$ cat config.mk
export PLATFORM = sky130hd
export DESIGN_NAME = unicode_escape_to_utf8
export DESIGN_NICKNAME = d
export VERILOG_FILES = /design/src/hdl/ue2u_pkg.sv /design/src/hdl/unicode_escape_to_utf8.sv /design/src/hdl/ue2u_front.sv /design/src/hdl/ue2u_queue.sv /design/src/hdl/ue2u_back.sv
export SDC_FILE = /design/constraint.sdc
export NUM_CORES = 1
export LEC_CHECK = 0
export BUFFER_PORTS_ARGS = -buffer_cell sky130_fd_sc_hd__buf_4
export CORE_UTILIZATION = 56
export CTS_CLUSTER_DIAMETER = 50
export DETAILED_ROUTE_END_ITERATION = 10
export GPL_TIMING_DRIVEN = 0
export PLACE_DENSITY = 0.87
export SYNTH_ARGS = -nofsm -noshare
export SYNTH_HDL_FRONTEND = slang
export SYNTH_SLANG_ARGS = --single-unit
$ cat constraint.sdc
create_clock -name clk_i -period 2.9 [get_ports clk_i]
set_input_delay 0.58 -clock clk_i [delete_from_list [all_inputs] [get_ports clk_i]]
set_output_delay 0.58 -clock clk_i [all_outputs]
set_load 0.02 [all_outputs]
$ cat src/hdl/ue2u_pkg.sv
// ----------------------------------------------------------------------------
// ue2u_pkg: shared types and helpers for the escape-to-UTF-8 converter
// Holds the queue entry format, the character codes and the encoder.
// ----------------------------------------------------------------------------
package ue2u_pkg;

  localparam int unsigned QueueDepthDef = 4;

  localparam logic [7:0] Backslash = 8'h5C;
  localparam logic [7:0] LetterU   = 8'h75;

  // One queued request: up to three output bytes, first byte in slot 0.
  typedef struct packed {
    logic [2:0][7:0] bytes;
    logic [1:0]      cnt;        // number of valid bytes, 1 to 3
    logic            text_last;  // request closes the text
  } entry_t;

  // Hex digit decode: {is_hex, value}.
  function automatic logic [4:0] hex_decode(logic [7:0] b);
    logic [4:0] r;
    r = '0;
    if (b >= 8'h30 && b <= 8'h39) begin
      r = {1'b1, b[3:0]};
    end else if ((b >= 8'h61 && b <= 8'h66) || (b >= 8'h41 && b <= 8'h46)) begin
      r = {1'b1, b[3:0] + 4'd9};
    end
    return r;
  endfunction

  // UTF-8 encode of a 16-bit code point.
  function automatic entry_t utf8_encode(logic [15:0] cp);
    entry_t e;
    e = '0;
    if (cp <= 16'd127) begin
      e.cnt      = 2'd1;
      e.bytes[0] = cp[7:0];
    end else if (cp <= 16'd2047) begin
      e.cnt      = 2'd2;
      e.bytes[0] = {3'b110, cp[10:6]};
      e.bytes[1] = {2'b10, cp[5:0]};
    end else begin
      e.cnt      = 2'd3;
      e.bytes[0] = {4'b1110, cp[15:12]};
      e.bytes[1] = {2'b10, cp[11:6]};
      e.bytes[2] = {2'b10, cp[5:0]};
    end
    return e;
  endfunction

endpackage

$ cat src/hdl/unicode_escape_to_utf8.sv
// ----------------------------------------------------------------------------
// unicode_escape_to_utf8: backslash-u escape to UTF-8 converter
// Streams text bytes in, replaces each backslash-u escape by its UTF-8 bytes.
// ----------------------------------------------------------------------------
// Usage:
//   s_axis carries one text byte per request, tlast on the final byte.
//   m_axis carries one UTF-8 byte per request; tuser marks the last byte
//   produced by one input byte, tlast the final byte of the whole text.
//   A parser accepts one input byte per cycle while the queue has room
//   and pushes 0 to 3 output bytes as a single request into a queue of
//   QUEUE_DEPTH entries; an emitter drains one byte per cycle into the
//   output register while the receiver is ready. Bytes pass through the
//   queue and then the output register. Throughput: one input byte per
//   cycle while the queue has room; output is one byte per cycle while
//   the receiver is ready, and a text never yields more output bytes than
//   input bytes, so two- and three-byte codes are absorbed by the queue.
//   Reset clears the escape state, the queue and the output register.
//   When the receiver stalls, the output byte holds and the queue fills;
//   s_axis_tready drops only when the queue is full.
// ----------------------------------------------------------------------------
module unicode_escape_to_utf8 #(
  parameter int unsigned QUEUE_DEPTH = ue2u_pkg::QueueDepthDef
) (
  input  logic       clk_i,
  input  logic       rst_ni,
  input  logic       s_axis_tvalid_i,
  output logic       s_axis_tready_o,
  input  logic [7:0] s_axis_tdata_i,   // [7:0] in_byte
  input  logic       s_axis_tlast_i,   // in_last
  output logic       m_axis_tvalid_o,
  input  logic       m_axis_tready_i,
  output logic [7:0] m_axis_tdata_o,   // [7:0] out_byte
  output logic       m_axis_tuser_o,   // [0] run_last
  output logic       m_axis_tlast_o    // text_last
);

  logic             push, push_ready, pop_valid, pop;
  ue2u_pkg::entry_t push_data, pop_data;

  ue2u_front u_front (
    .clk_i        (clk_i),
    .rst_ni       (rst_ni),
    .in_valid_i   (s_axis_tvalid_i),
    .in_ready_o   (s_axis_tready_o),
    .in_byte_i    (s_axis_tdata_i),
    .in_last_i    (s_axis_tlast_i),
    .push_o       (push),
    .push_ready_i (push_ready),
    .push_data_o  (push_data)
  );

  ue2u_queue #(
    .Depth (QUEUE_DEPTH)
  ) u_queue (
    .clk_i        (clk_i),
    .rst_ni       (rst_ni),
    .push_i       (push),
    .push_ready_o (push_ready),
    .push_data_i  (push_data),
    .pop_valid_o  (pop_valid),
    .pop_i        (pop),
    .pop_data_o   (pop_data)
  );

  ue2u_back u_back (
    .clk_i       (clk_i),
    .rst_ni      (rst_ni),
    .pop_valid_i (pop_valid),
    .pop_o       (pop),
    .pop_data_i  (pop_data),
    .out_valid_o (m_axis_tvalid_o),
    .out_ready_i (m_axis_tready_i),
    .out_byte_o  (m_axis_tdata_o),
    .run_last_o  (m_axis_tuser_o),
    .text_last_o (m_axis_tlast_o)
  );

endmodule

$ cat src/hdl/ue2u_front.sv
// ----------------------------------------------------------------------------
// ue2u_front: escape parser
// Accepts text bytes, tracks the escape state and pushes output requests.
// ----------------------------------------------------------------------------
module ue2u_front (
  input  logic             clk_i,
  input  logic             rst_ni,
  input  logic             in_valid_i,
  output logic             in_ready_o,
  input  logic [7:0]       in_byte_i,
  input  logic             in_last_i,
  output logic             push_o,
  input  logic             push_ready_i,
  output ue2u_pkg::entry_t push_data_o
);

  typedef enum logic [5:0] {
    PH_IDLE = 6'b000001,
    PH_BSL  = 6'b000010,
    PH_HEX1 = 6'b000100,
    PH_HEX2 = 6'b001000,
    PH_HEX3 = 6'b010000,
    PH_HEX4 = 6'b100000
  } phase_e;

  phase_e      phase_q, phase_d;
  logic [15:0] code_q, code_d;
  logic        stop_q, stop_d;

  logic             fire;
  logic [4:0]       hex;
  logic [15:0]      code_acc;
  ue2u_pkg::entry_t ent;

  assign in_ready_o = push_ready_i;
  assign fire       = in_valid_i & in_ready_o;
  assign hex        = ue2u_pkg::hex_decode(in_byte_i);
  assign code_acc   = (!stop_q && hex[4]) ? {code_q[11:0], hex[3:0]} : code_q;

  always_comb begin
    phase_d = phase_q;
    code_d  = code_q;
    stop_d  = stop_q;
    ent     = '0;
    case (phase_q)
      PH_BSL: begin
        if (in_byte_i == ue2u_pkg::LetterU) begin
          phase_d = PH_HEX1;
          code_d  = '0;
          stop_d  = 1'b0;
          if (in_last_i) begin
            ent = ue2u_pkg::utf8_encode(16'd0);
          end
        end else begin
          ent.bytes[0] = ue2u_pkg::Backslash;
          ent.cnt      = 2'd1;
          if (in_byte_i == ue2u_pkg::Backslash) begin
            phase_d = PH_BSL;
            if (in_last_i) begin
              ent.bytes[1] = ue2u_pkg::Backslash;
              ent.cnt      = 2'd2;
            end
          end else begin
            phase_d      = PH_IDLE;
            ent.bytes[1] = in_byte_i;
            ent.cnt      = 2'd2;
          end
        end
      end
      PH_HEX1, PH_HEX2, PH_HEX3, PH_HEX4: begin
        code_d = code_acc;
        stop_d = stop_q | ~hex[4];
        if (phase_q == PH_HEX4 || in_last_i) begin
          ent     = ue2u_pkg::utf8_encode(code_acc);
          phase_d = PH_IDLE;
        end else begin
          case (phase_q)
            PH_HEX1: phase_d = PH_HEX2;
            PH_HEX2: phase_d = PH_HEX3;
            default: phase_d = PH_HEX4;
          endcase
        end
      end
      default: begin
        if (in_byte_i == ue2u_pkg::Backslash) begin
          phase_d = PH_BSL;
          if (in_last_i) begin
            ent.bytes[0] = ue2u_pkg::Backslash;
            ent.cnt      = 2'd1;
          end
        end else begin
          phase_d      = PH_IDLE;
          ent.bytes[0] = in_byte_i;
          ent.cnt      = 2'd1;
        end
      end
    endcase
    ent.text_last = in_last_i;
    // end of text: drop any pending escape state
    if (in_last_i) begin
      phase_d = PH_IDLE;
      code_d  = '0;
      stop_d  = 1'b0;
    end
  end

  assign push_o      = fire & (ent.cnt != 2'd0);
  assign push_data_o = ent;

  always_ff @(posedge clk_i or negedge rst_ni) begin
    if (!rst_ni) begin
      phase_q <= PH_IDLE;
      code_q  <= '0;
      stop_q  <= 1'b0;
    end else if (fire) begin
      phase_q <= phase_d;
      code_q  <= code_d;
      stop_q  <= stop_d;
    end
  end

endmodule

$ cat src/hdl/ue2u_queue.sv
// ----------------------------------------------------------------------------
// ue2u_queue: request queue
// Small FIFO of output requests between the parser and the byte emitter.
// ----------------------------------------------------------------------------
module ue2u_queue #(
  parameter int unsigned Depth = ue2u_pkg::QueueDepthDef
) (
  input  logic             clk_i,
  input  logic             rst_ni,
  input  logic             push_i,
  output logic             push_ready_o,
  input  ue2u_pkg::entry_t push_data_i,
  output logic             pop_valid_o,
  input  logic             pop_i,
  output ue2u_pkg::entry_t pop_data_o
);

  localparam int unsigned PtrW = (Depth > 1) ? $clog2(Depth) : 1;
  localparam int unsigned CntW = $clog2(Depth + 1);

  ue2u_pkg::entry_t mem_q [Depth];
  logic [PtrW-1:0]  wr_ptr_q, wr_ptr_d;
  logic [PtrW-1:0]  rd_ptr_q, rd_ptr_d;
  logic [CntW-1:0]  count_q, count_d;
  logic             do_push, do_pop;

  assign push_ready_o = (count_q != CntW'(Depth));
  assign pop_valid_o  = (count_q != '0);
  assign pop_data_o   = mem_q[rd_ptr_q];
  assign do_push      = push_i & push_ready_o;
  assign do_pop       = pop_i & pop_valid_o;

  always_comb begin
    wr_ptr_d = wr_ptr_q;
    rd_ptr_d = rd_ptr_q;
    count_d  = count_q;
    if (do_push) begin
      wr_ptr_d = (wr_ptr_q == PtrW'(Depth - 1)) ? '0 : wr_ptr_q + 1'b1;
    end
    if (do_pop) begin
      rd_ptr_d = (rd_ptr_q == PtrW'(Depth - 1)) ? '0 : rd_ptr_q + 1'b1;
    end
    case ({do_push, do_pop})
      2'b10:   count_d = count_q + 1'b1;
      2'b01:   count_d = count_q - 1'b1;
      default: count_d = count_q;
    endcase
  end

  always_ff @(posedge clk_i or negedge rst_ni) begin
    if (!rst_ni) begin
      wr_ptr_q <= '0;
      rd_ptr_q <= '0;
      count_q  <= '0;
    end else begin
      wr_ptr_q <= wr_ptr_d;
      rd_ptr_q <= rd_ptr_d;
      count_q  <= count_d;
    end
  end

  always_ff @(posedge clk_i) begin
    if (do_push) begin
      mem_q[wr_ptr_q] <= push_data_i;
    end
  end

endmodule

$ cat src/hdl/ue2u_back.sv
// ----------------------------------------------------------------------------
// ue2u_back: byte emitter
// Walks the bytes of the head request into a registered output stage.
// ----------------------------------------------------------------------------
module ue2u_back (
  input  logic             clk_i,
  input  logic             rst_ni,
  input  logic             pop_valid_i,
  output logic             pop_o,
  input  ue2u_pkg::entry_t pop_data_i,
  output logic             out_valid_o,
  input  logic             out_ready_i,
  output logic [7:0]       out_byte_o,
  output logic             run_last_o,
  output logic             text_last_o
);

  logic       valid_q, valid_d;
  logic [7:0] byte_q, byte_d;
  logic       run_last_q, run_last_d;
  logic       text_last_q, text_last_d;
  logic [1:0] idx_q, idx_d;
  logic       load, is_end;

  assign load   = ~valid_q | out_ready_i;
  assign is_end = (idx_q == pop_data_i.cnt - 2'd1);
  assign pop_o  = load & pop_valid_i & is_end;

  always_comb begin
    valid_d     = valid_q;
    byte_d      = byte_q;
    run_last_d  = run_last_q;
    text_last_d = text_last_q;
    idx_d       = idx_q;
    if (load) begin
      valid_d = pop_valid_i;
      if (pop_valid_i) begin
        byte_d      = pop_data_i.bytes[idx_q];
        run_last_d  = is_end;
        text_last_d = is_end & pop_data_i.text_last;
        // advance within the request, rewind once its last byte is loaded
        idx_d       = is_end ? 2'd0 : idx_q + 2'd1;
      end
    end
  end

  always_ff @(posedge clk_i or negedge rst_ni) begin
    if (!rst_ni) begin
      valid_q <= 1'b0;
      idx_q   <= '0;
    end else begin
      valid_q <= valid_d;
      idx_q   <= idx_d;
    end
  end

  always_ff @(posedge clk_i) begin
    byte_q      <= byte_d;
    run_last_q  <= run_last_d;
    text_last_q <= text_last_d;
  end

  assign out_valid_o = valid_q;
  assign out_byte_o  = byte_q;
  assign run_last_o  = run_last_q;
  assign text_last_o = text_last_q;

endmodule

==> results of run 1 <==
## worst max-delay path: stages (launching register included)
cell	delay, ns
dfrtp_1	0.41
buf_8	0.12
mux4_2	0.52
xnor2_2	0.15
buf_4	0.17
o22ai_4	0.16
nand2_2	0.11
inv_2	0.13
ha_4	0.13
inv_1	0.05
fa_2	0.34
xor2_1	0.16
nor2_1	0.15
xor2_1	0.17
## cells in the final DEF, fill, tap and decap left out, types with 3 or more instances in the layout
master and n:
mux2_2 8, o22a_1 3, o21ai_0 23, a21o_1 4, edfxtp_1 114, clkbuf_16 17
nor3_1 7, or4_1 3, nor2b_1 3, a32o_1 3, and2_4 3, mux2i_1 18
a22o_1 13, nand3_1 4, nand2b_1 4, clkbuf_1 9, ha_1 9, xor2_1 3
clkinv_4 3, nor2_1 24, buf_6 3, nand4b_1 3, and3_1 3, mux4_2 26
buf_2 7, dfrtp_1 30, o22ai_1 10, buf_4 38, a21oi_1 9, inv_1 27
nand2_1 36, and2_1 6, clkinvlp_4 5
## power breakdown
part	total, mW	internal, mW	leakage (nW)	switching [mW]
logic	2.15	0.977	1.27	1.17
registers	3.00	2.80	1.49	0.199
clock network	1.96	1.10	0.249	0.864
total	7.10	4.87	3.00	2.23
## logic make-up after synthesis
group,Yosys count
adder cells (fa/ha/maj),11
flip-flops,147
AO/OA/AOI/OAI,96
multiplexers,55
buffers and inverters,51
AND/OR/NAND/NOR,120
XOR/XNOR,5
## area by class of cell
cell class / count / area, um^2
Sequential cell: 147 / 4250
Fill cell: 800 / 4010
Multi-Input combinational cell: 287 / 2540
Clock buffer: 17 / 425
Timing Repair Buffer: 37 / 278
Tap cell: 168 / 210
Buffer: 22 / 129
Clock inverter: 15 / 110
Inverter: 28 / 105
## sequential cells by signal, indices dropped and copies added (netlist names)
signal / count
u_front.code_q: 16
u_queue.count_q: 3
u_back.idx_q: 2
u_back.text_last_o: 1
u_back.run_last_o: 1
u_back.out_byte_o: 8
u_queue.mem_q: 104
u_queue.wr_ptr_q: 2
u_back.out_valid_o: 1
u_front.stop_q: 1
u_queue.rd_ptr_q: 2
u_front.phase_q: 6
## worst paths after layout
check | start | end | slack (ns)
max | u_queue.rd_ptr_q[0]$_DFFE_PN0P_ | u_queue.count_q[2]$_DFFE_PN0P_ | 0.07
min | rst_ni | u_front.code_q[7]$_DFFE_PN0P_ | 0.11
min in group clk_i | m_axis_tready_i | u_back.out_valid_o$_DFFE_PN0N_ | 0.36
max reg2reg | u_queue.rd_ptr_q[0]$_DFFE_PN0P_ | u_queue.count_q[2]$_DFFE_PN0P_ | 0.07
max in group asynchronous | rst_ni | u_front.phase_q[0]$_DFFE_PN1P_ | 2.43
min reg2reg | u_front.phase_q[0]$_DFFE_PN1P_ | u_front.phase_q[0]$_DFFE_PN1P_ | 0.52
## synthesized netlist by cell type, drive strengths merged (2+ instances only)
library cell,n
nor4b,2
nor2b,3
o21ai,25
a21o,4
o22ai,11
o211ai,3
or4,3
and3,3
o2111ai,2
buf,13
o31ai,2
o21a,2
a21oi,10
o221ai,2
o32ai,2
mux2,10
nand2b,5
and2,10
clkbuf,10
nand2,37
xor2,3
dfrtp,32
a31oi,3
nor2,26
o22a,3
o21bai,3
nand3,4
edfxtp,114
nand4,2
ha,10
nor3,10
inv,28
mux2i,19
a32o,3
nand4b,3
nand3b,2
mux4,26
xnor2,2
or2,2
nor4,4
a22o,13
## what timing repair did
item	4_1_cts	5_1_grt
endpoints found under the setup margin	106	110
resized for setup	12	10
pin swaps	4	8
setup buffers	7	7
cloned	0	0
## per-stage QoR
stage                     hold slack (ns)  util, %  setup slack, ns  instance area [um^2]
after floorplan                     0.284        -           0.0221                  6960
after global placement              0.480     60.9           -0.548                  7340
after detailed placement            0.507     60.9           -0.641                  7340
after CTS                           0.121     66.0          0.00119                  7960
after global routing                0.146     66.7         -0.00451                  8050
final                               0.115     66.7           0.0669                  8050
## per-layer routing
layer | up-vias | track usage (%) | share of wire, %
met3 | 28 | 5.47 | 6.4
li1 | 1981 | - | -
met1 | 2257 | 33.5 | 40
met4 | 0 | 7.63 | 1.5
met2 | 229 | 44.1 | 52
met5 | - | 0 | 0
==> flow_summary.toml, run 1 <==
[synth]
synth-simple-area-share_pct = 9.42
synth_mux_area_share_pct = 12.9
synth_edf_count = 114
syn-num-nets = 509
async_reset_ff_share_pct = 22.4
synth-adder-area-share_pct = 2.09
post_synth_xor_area_fraction_pct = 0.737
compound_cell_area_share_of_the_yosys_netlist_pct = 10.5
netlist_instances = 485
synth_top_family_by_area = "multiplexers"
yosysTopAreaCellShare_pct = 49.2
postSynth.topFlopCell = "edfxtp_1"
syn-cell-area_um2 = 6960
netlist.top_cell.by_area = "edfxtp_1"
synth_seq_area_share_pct = 61.1
synthesis.area_per_instance_um2 = 14.4
yosys-top-cells-area = "edfxtp_1, dfrtp_1, mux4_2"
synthesis.yosys.warnings = 0
number_of_synthesized_register_bits = 147
synth_cell_types = 74

[sta]
fmaxAchievable_mhz = 353
timing_worst_slew_pin_value_ns = 0.764
report.final.setup_viol = 0
setup_repair_after_global_routing_missed_its_margin = "true"
final.period_utilization_pct = 97.7
number_of_max_slew_violations_in_the_final_report = 0
clock-skew-final_ns = 0.00654
timing.setup.tns_ns = 0
slew_headroom_pct = 49.0
hold_violations = 0
period_needed_ns = 2.83

[cells_and_area]
area_growth_syn_to_layout_pct = 15.6
layout.nets = 564
final_cells = 721
fraction_of_final_layout_cells_with_drive_strength_greater_than_1_pct = 27.3
antenna-diode-count = 0

[placed_design]
dp.final_hpwl_mm = 10.1
place_congestion = 0.977
place.detailed.instances = 676
io_buffers = 23

[pwr]
ir_drop_mv = 0.499
power_leakage_nw = 3.00
design_power_total_mw = 7.10
p_per_area_nw_per_um2 = 882

[hold_path]
min-delay-path-class = "in -> async"

[global_routing]
antenna_violations_before_repair = 0
grt_first_pass_wirelength_mm = 24.3
groute.usage.overall_pct = 25.8
grt_pass1_vias = 4385
global_route.overflow_total = 0
largest_net_degree_at_the_start_of_global_routing = 34

[clock_network]
clk_pin_slew_ns = 0.06
htree_num_levels = 4
clock_latency_ns = 0.41
cts_tree = "done"
cts-root-to-sink-buffers = 2
clock_tree.root_cell = "clkbuf_16"
cts_inserted_buffers = 17
cts_num_sinks = 147
post_cts_hold_buffer_count = 0

[floorplanning]
fp.coreArea_um2 = 12100
floorplan.initialDensity_pct = 57.7
die_x_um = 113
dieHeight_um = 113
rows = 40
io_pins = 25
floorplan.die_area_um2 = 12900

[outcome]
status = "finished, final reports clean"

[worst_setup_path]
arrival_ns = 3.17
worstSetupEndpointType = "flip-flop"
startpoint_type_of_the_worst_setup_path = "flip-flop"
worstPathRequired_ns = 3.23
worst_r2r_path_depth = 13
crit_path_max_fanout = 3
criticalPathCategory = "reg -> reg"

[drt]
wl_per_cell_um = 21.4
drt_pass1_iterations = 5
routed_via_density = 6.23
detail_route.iter0.violations = 446
detail-route-antenna-nets = 0
total_wire_length_after_detailed_routing_mm = 15.4
detail_route.drc_violations = 0
detailroute.via_count = 4495

[run]
max_cap_viol_count = 0
Note: power is estimated with default switching activity, not from simulation.
==> run 2: changes to the inputs <==
--- a/config.mk
+++ b/config.mk
@@ -11,6 +11,8 @@
 export DETAILED_ROUTE_END_ITERATION = 10
 export GPL_TIMING_DRIVEN = 0
 export PLACE_DENSITY = 0.87
+export REMOVE_ABC_BUFFERS = 1
 export SYNTH_ARGS = -nofsm -noshare
 export SYNTH_HDL_FRONTEND = slang
 export SYNTH_SLANG_ARGS = --single-unit
+export TNS_END_PERCENT = 20
==> run 2 against run 1 <==
- first-iteration DRC count down 1.6%
- clock-buffer cell count increased by 1
- largest cell class unchanged
- largest power group unchanged
- cell count down 2.4%
==> flow_summary.toml, run 2 (synthesis gave the netlist of run 1 again) <==
[drt]
wl_per_cell_um = 23.5
total_wire_length_after_detailed_routing_mm = 16.5
detailroute.via_count = 4552
routed_via_density = 6.47
detail_route.iter0.violations = 439
drt_pass1_iterations = 5
detail-route-antenna-nets = 0
detail_route.drc_violations = 0

[worst_setup_path]
arrival_ns = 3.21
criticalPathCategory = "reg -> reg"
crit-reg2reg-capture = "u_queue.count_q[2]$_DFFE_PN0P_"
slack_of_the_worst_reg_to_reg_path_ns = 0.0006
worstPathRequired_ns = 3.21
startpoint_type_of_the_worst_setup_path = "flip-flop"
worst_r2r_path_depth = 12
rr_startpoint = "u_queue.rd_ptr_q[0]$_DFFE_PN0P_"
worstSetupEndpointType = "flip-flop"
crit_path_max_fanout = 6

[sta]
layout_setup_ws_ns = 0.000564
final.period_utilization_pct = 100
number_of_max_slew_violations_in_the_final_report = 0
setup_repair_after_global_routing_missed_its_margin = "true"
clock-skew-final_ns = 0.00962
timing_worst_slew_pin_value_ns = 0.895
report.final.setup_viol = 0
fmaxAchievable_mhz = 345
period_needed_ns = 2.90
hold_violations = 0
worst_hold_margin_ns = 0.102
slew_headroom_pct = 40.2

[clock_network]
htree_num_levels = 4
cts-root-to-sink-buffers = 2
post_cts_hold_buffer_count = 0
clk_pin_slew_ns = 0.07
clock_latency_ns = 0.43
cts_inserted_buffers = 17
clock_tree.root_cell = "clkbuf_16"
cts_tree = "done"
cts_num_sinks = 147

[cells_and_area]
final_cells = 704
layout.nets = 547
largest_reg_flops = 104
mostFrequentLayoutCells = "edfxtp_1, buf_4, nand2_1"
post-route-cell-area_um2 = 8010
most_flops_register = "u_queue.mem_q"
layout.filler_cells = 794
fraction_of_final_layout_cells_with_drive_strength_greater_than_1_pct = 27.1
area_growth_syn_to_layout_pct = 15.0
antenna-diode-count = 0
layout_commonest_cell = "edfxtp_1"

[pwr]
p_per_area_nw_per_um2 = 913
power_leakage_nw = 2.96
ir_drop_mv = 0.516
design_power_total_mw = 7.31

[global_routing]
grt_first_pass_wirelength_mm = 26.0
groute.usage.overall_pct = 27.8
grt_pass1_vias = 4600
largest_net_degree_at_the_start_of_global_routing = 34
antenna_violations_before_repair = 0
global_route.overflow_total = 0

[floorplanning]
floorplan.die_area_um2 = 12900
fp.coreArea_um2 = 12100
rows = 40
io_pins = 25
die_x_um = 113
floorplan.initialDensity_pct = 57.7
dieHeight_um = 113

[run]
max_cap_viol_count = 0

[hold_path]
min-delay-path-class = "in -> async"

[placed_design]
placement.cell_area_um2 = 7250
io_buffers = 24
dp.final_hpwl_mm = 9.38
dpl_worst_slack_ns = -1.15
place.detailed.instances = 655
place_congestion = 0.927

[outcome]
status = "finished, final reports clean"
-- run 2: cell types whose count changed in the layout (fill, tap and decap cells not counted), sizes merged --
cell / delta
buf: -9
clkbuf: -8
clkinv: -7
inv: +5
bufinv: +1
nor2: +1
-- run 2: per-layer routing --
layer,up-vias,track usage [%],share of wire [%]
met3,44,6.80,7.2
met2,244,45.4,50
met1,2316,35.9,40
met4,0,11.3,2.7
met5,-,0,0
li1,1948,-,-
-- run 2: power breakdown --
group          leakage (nW)  total (mW)  switching [mW]  internal, mW
sequential             1.49        3.11           0.307          2.81
clock                 0.265        2.15           0.941          1.21
combinational          1.21        2.05            1.09         0.958
-- run 2: how the worst max path moves through the flow --
stage / from / to / slack, ns / cells past startpoint
global route: u_queue.rd_ptr_q[0]$_DFFE_PN0P_ / u_queue.count_q[2]$_DFFE_PN0P_ / -0.07 / 12
CTS: u_queue.rd_ptr_q[0]$_DFFE_PN0P_ / u_queue.rd_ptr_q[1]$_DFFE_PN0P_ / 0.01 / 13
finish: u_queue.rd_ptr_q[0]$_DFFE_PN0P_ / u_queue.count_q[2]$_DFFE_PN0P_ / 0.0006 / 12
floorplan: u_queue.rd_ptr_q[0]$_DFFE_PN0P_ / u_queue.count_q[2]$_DFFE_PN0P_ / -0.72 / 12
global placement: u_queue.rd_ptr_q[0]$_DFFE_PN0P_ / u_queue.count_q[2]$_DFFE_PN0P_ / -1.22 / 12
detailed placement: s_axis_tdata_i[1] / u_queue.count_q[2]$_DFFE_PN0P_ / -1.15 / 16
-- run 2: through the flow --
stage               TNS [ns]  util, %
finish                     0     66.4
floorplan              -4.82        -
global route          -0.151     66.4
global placement     -122.67     59.9
CTS                        0     66.1
detailed placement   -130.69     60.1
-- run 2: repair_timing --
| action | CTS | global route |
|---|---|---|
| resized for setup | 17 | 6 |
| buffers inserted | 12 | 5 |
| setup endpoints to repair | 114 | 154 |
| pin swaps | 6 | 9 |
| gates cloned | 0 | 1 |
-- run 2: critical path, stage by stage, from the launching register on --
cell,delay [ns]
dfrtp_4,0.49
mux4_2,0.54
xnor2_2,0.17
buf_4,0.19
o22ai_4,0.26
nand2_2,0.13
inv_2,0.09
ha_4,0.13
inv_2,0.04
fa_2,0.34
xor2_1,0.17
nor2_1,0.07
xor2_1,0.15
-- run 2: area by class of cell --
cell class | instances | area [um^2] | area share (%)
well taps | 168 | 210 | 2.63
flip-flops and latches | 147 | 4260 | 53.2
inverters | 28 | 105 | 1.31
clock buffers | 18 | 429 | 5.36
clock inverters | 14 | 143 | 1.78
repair buffers | 41 | 319 | 3.98
multi-input cells | 288 | 2540 | 31.8
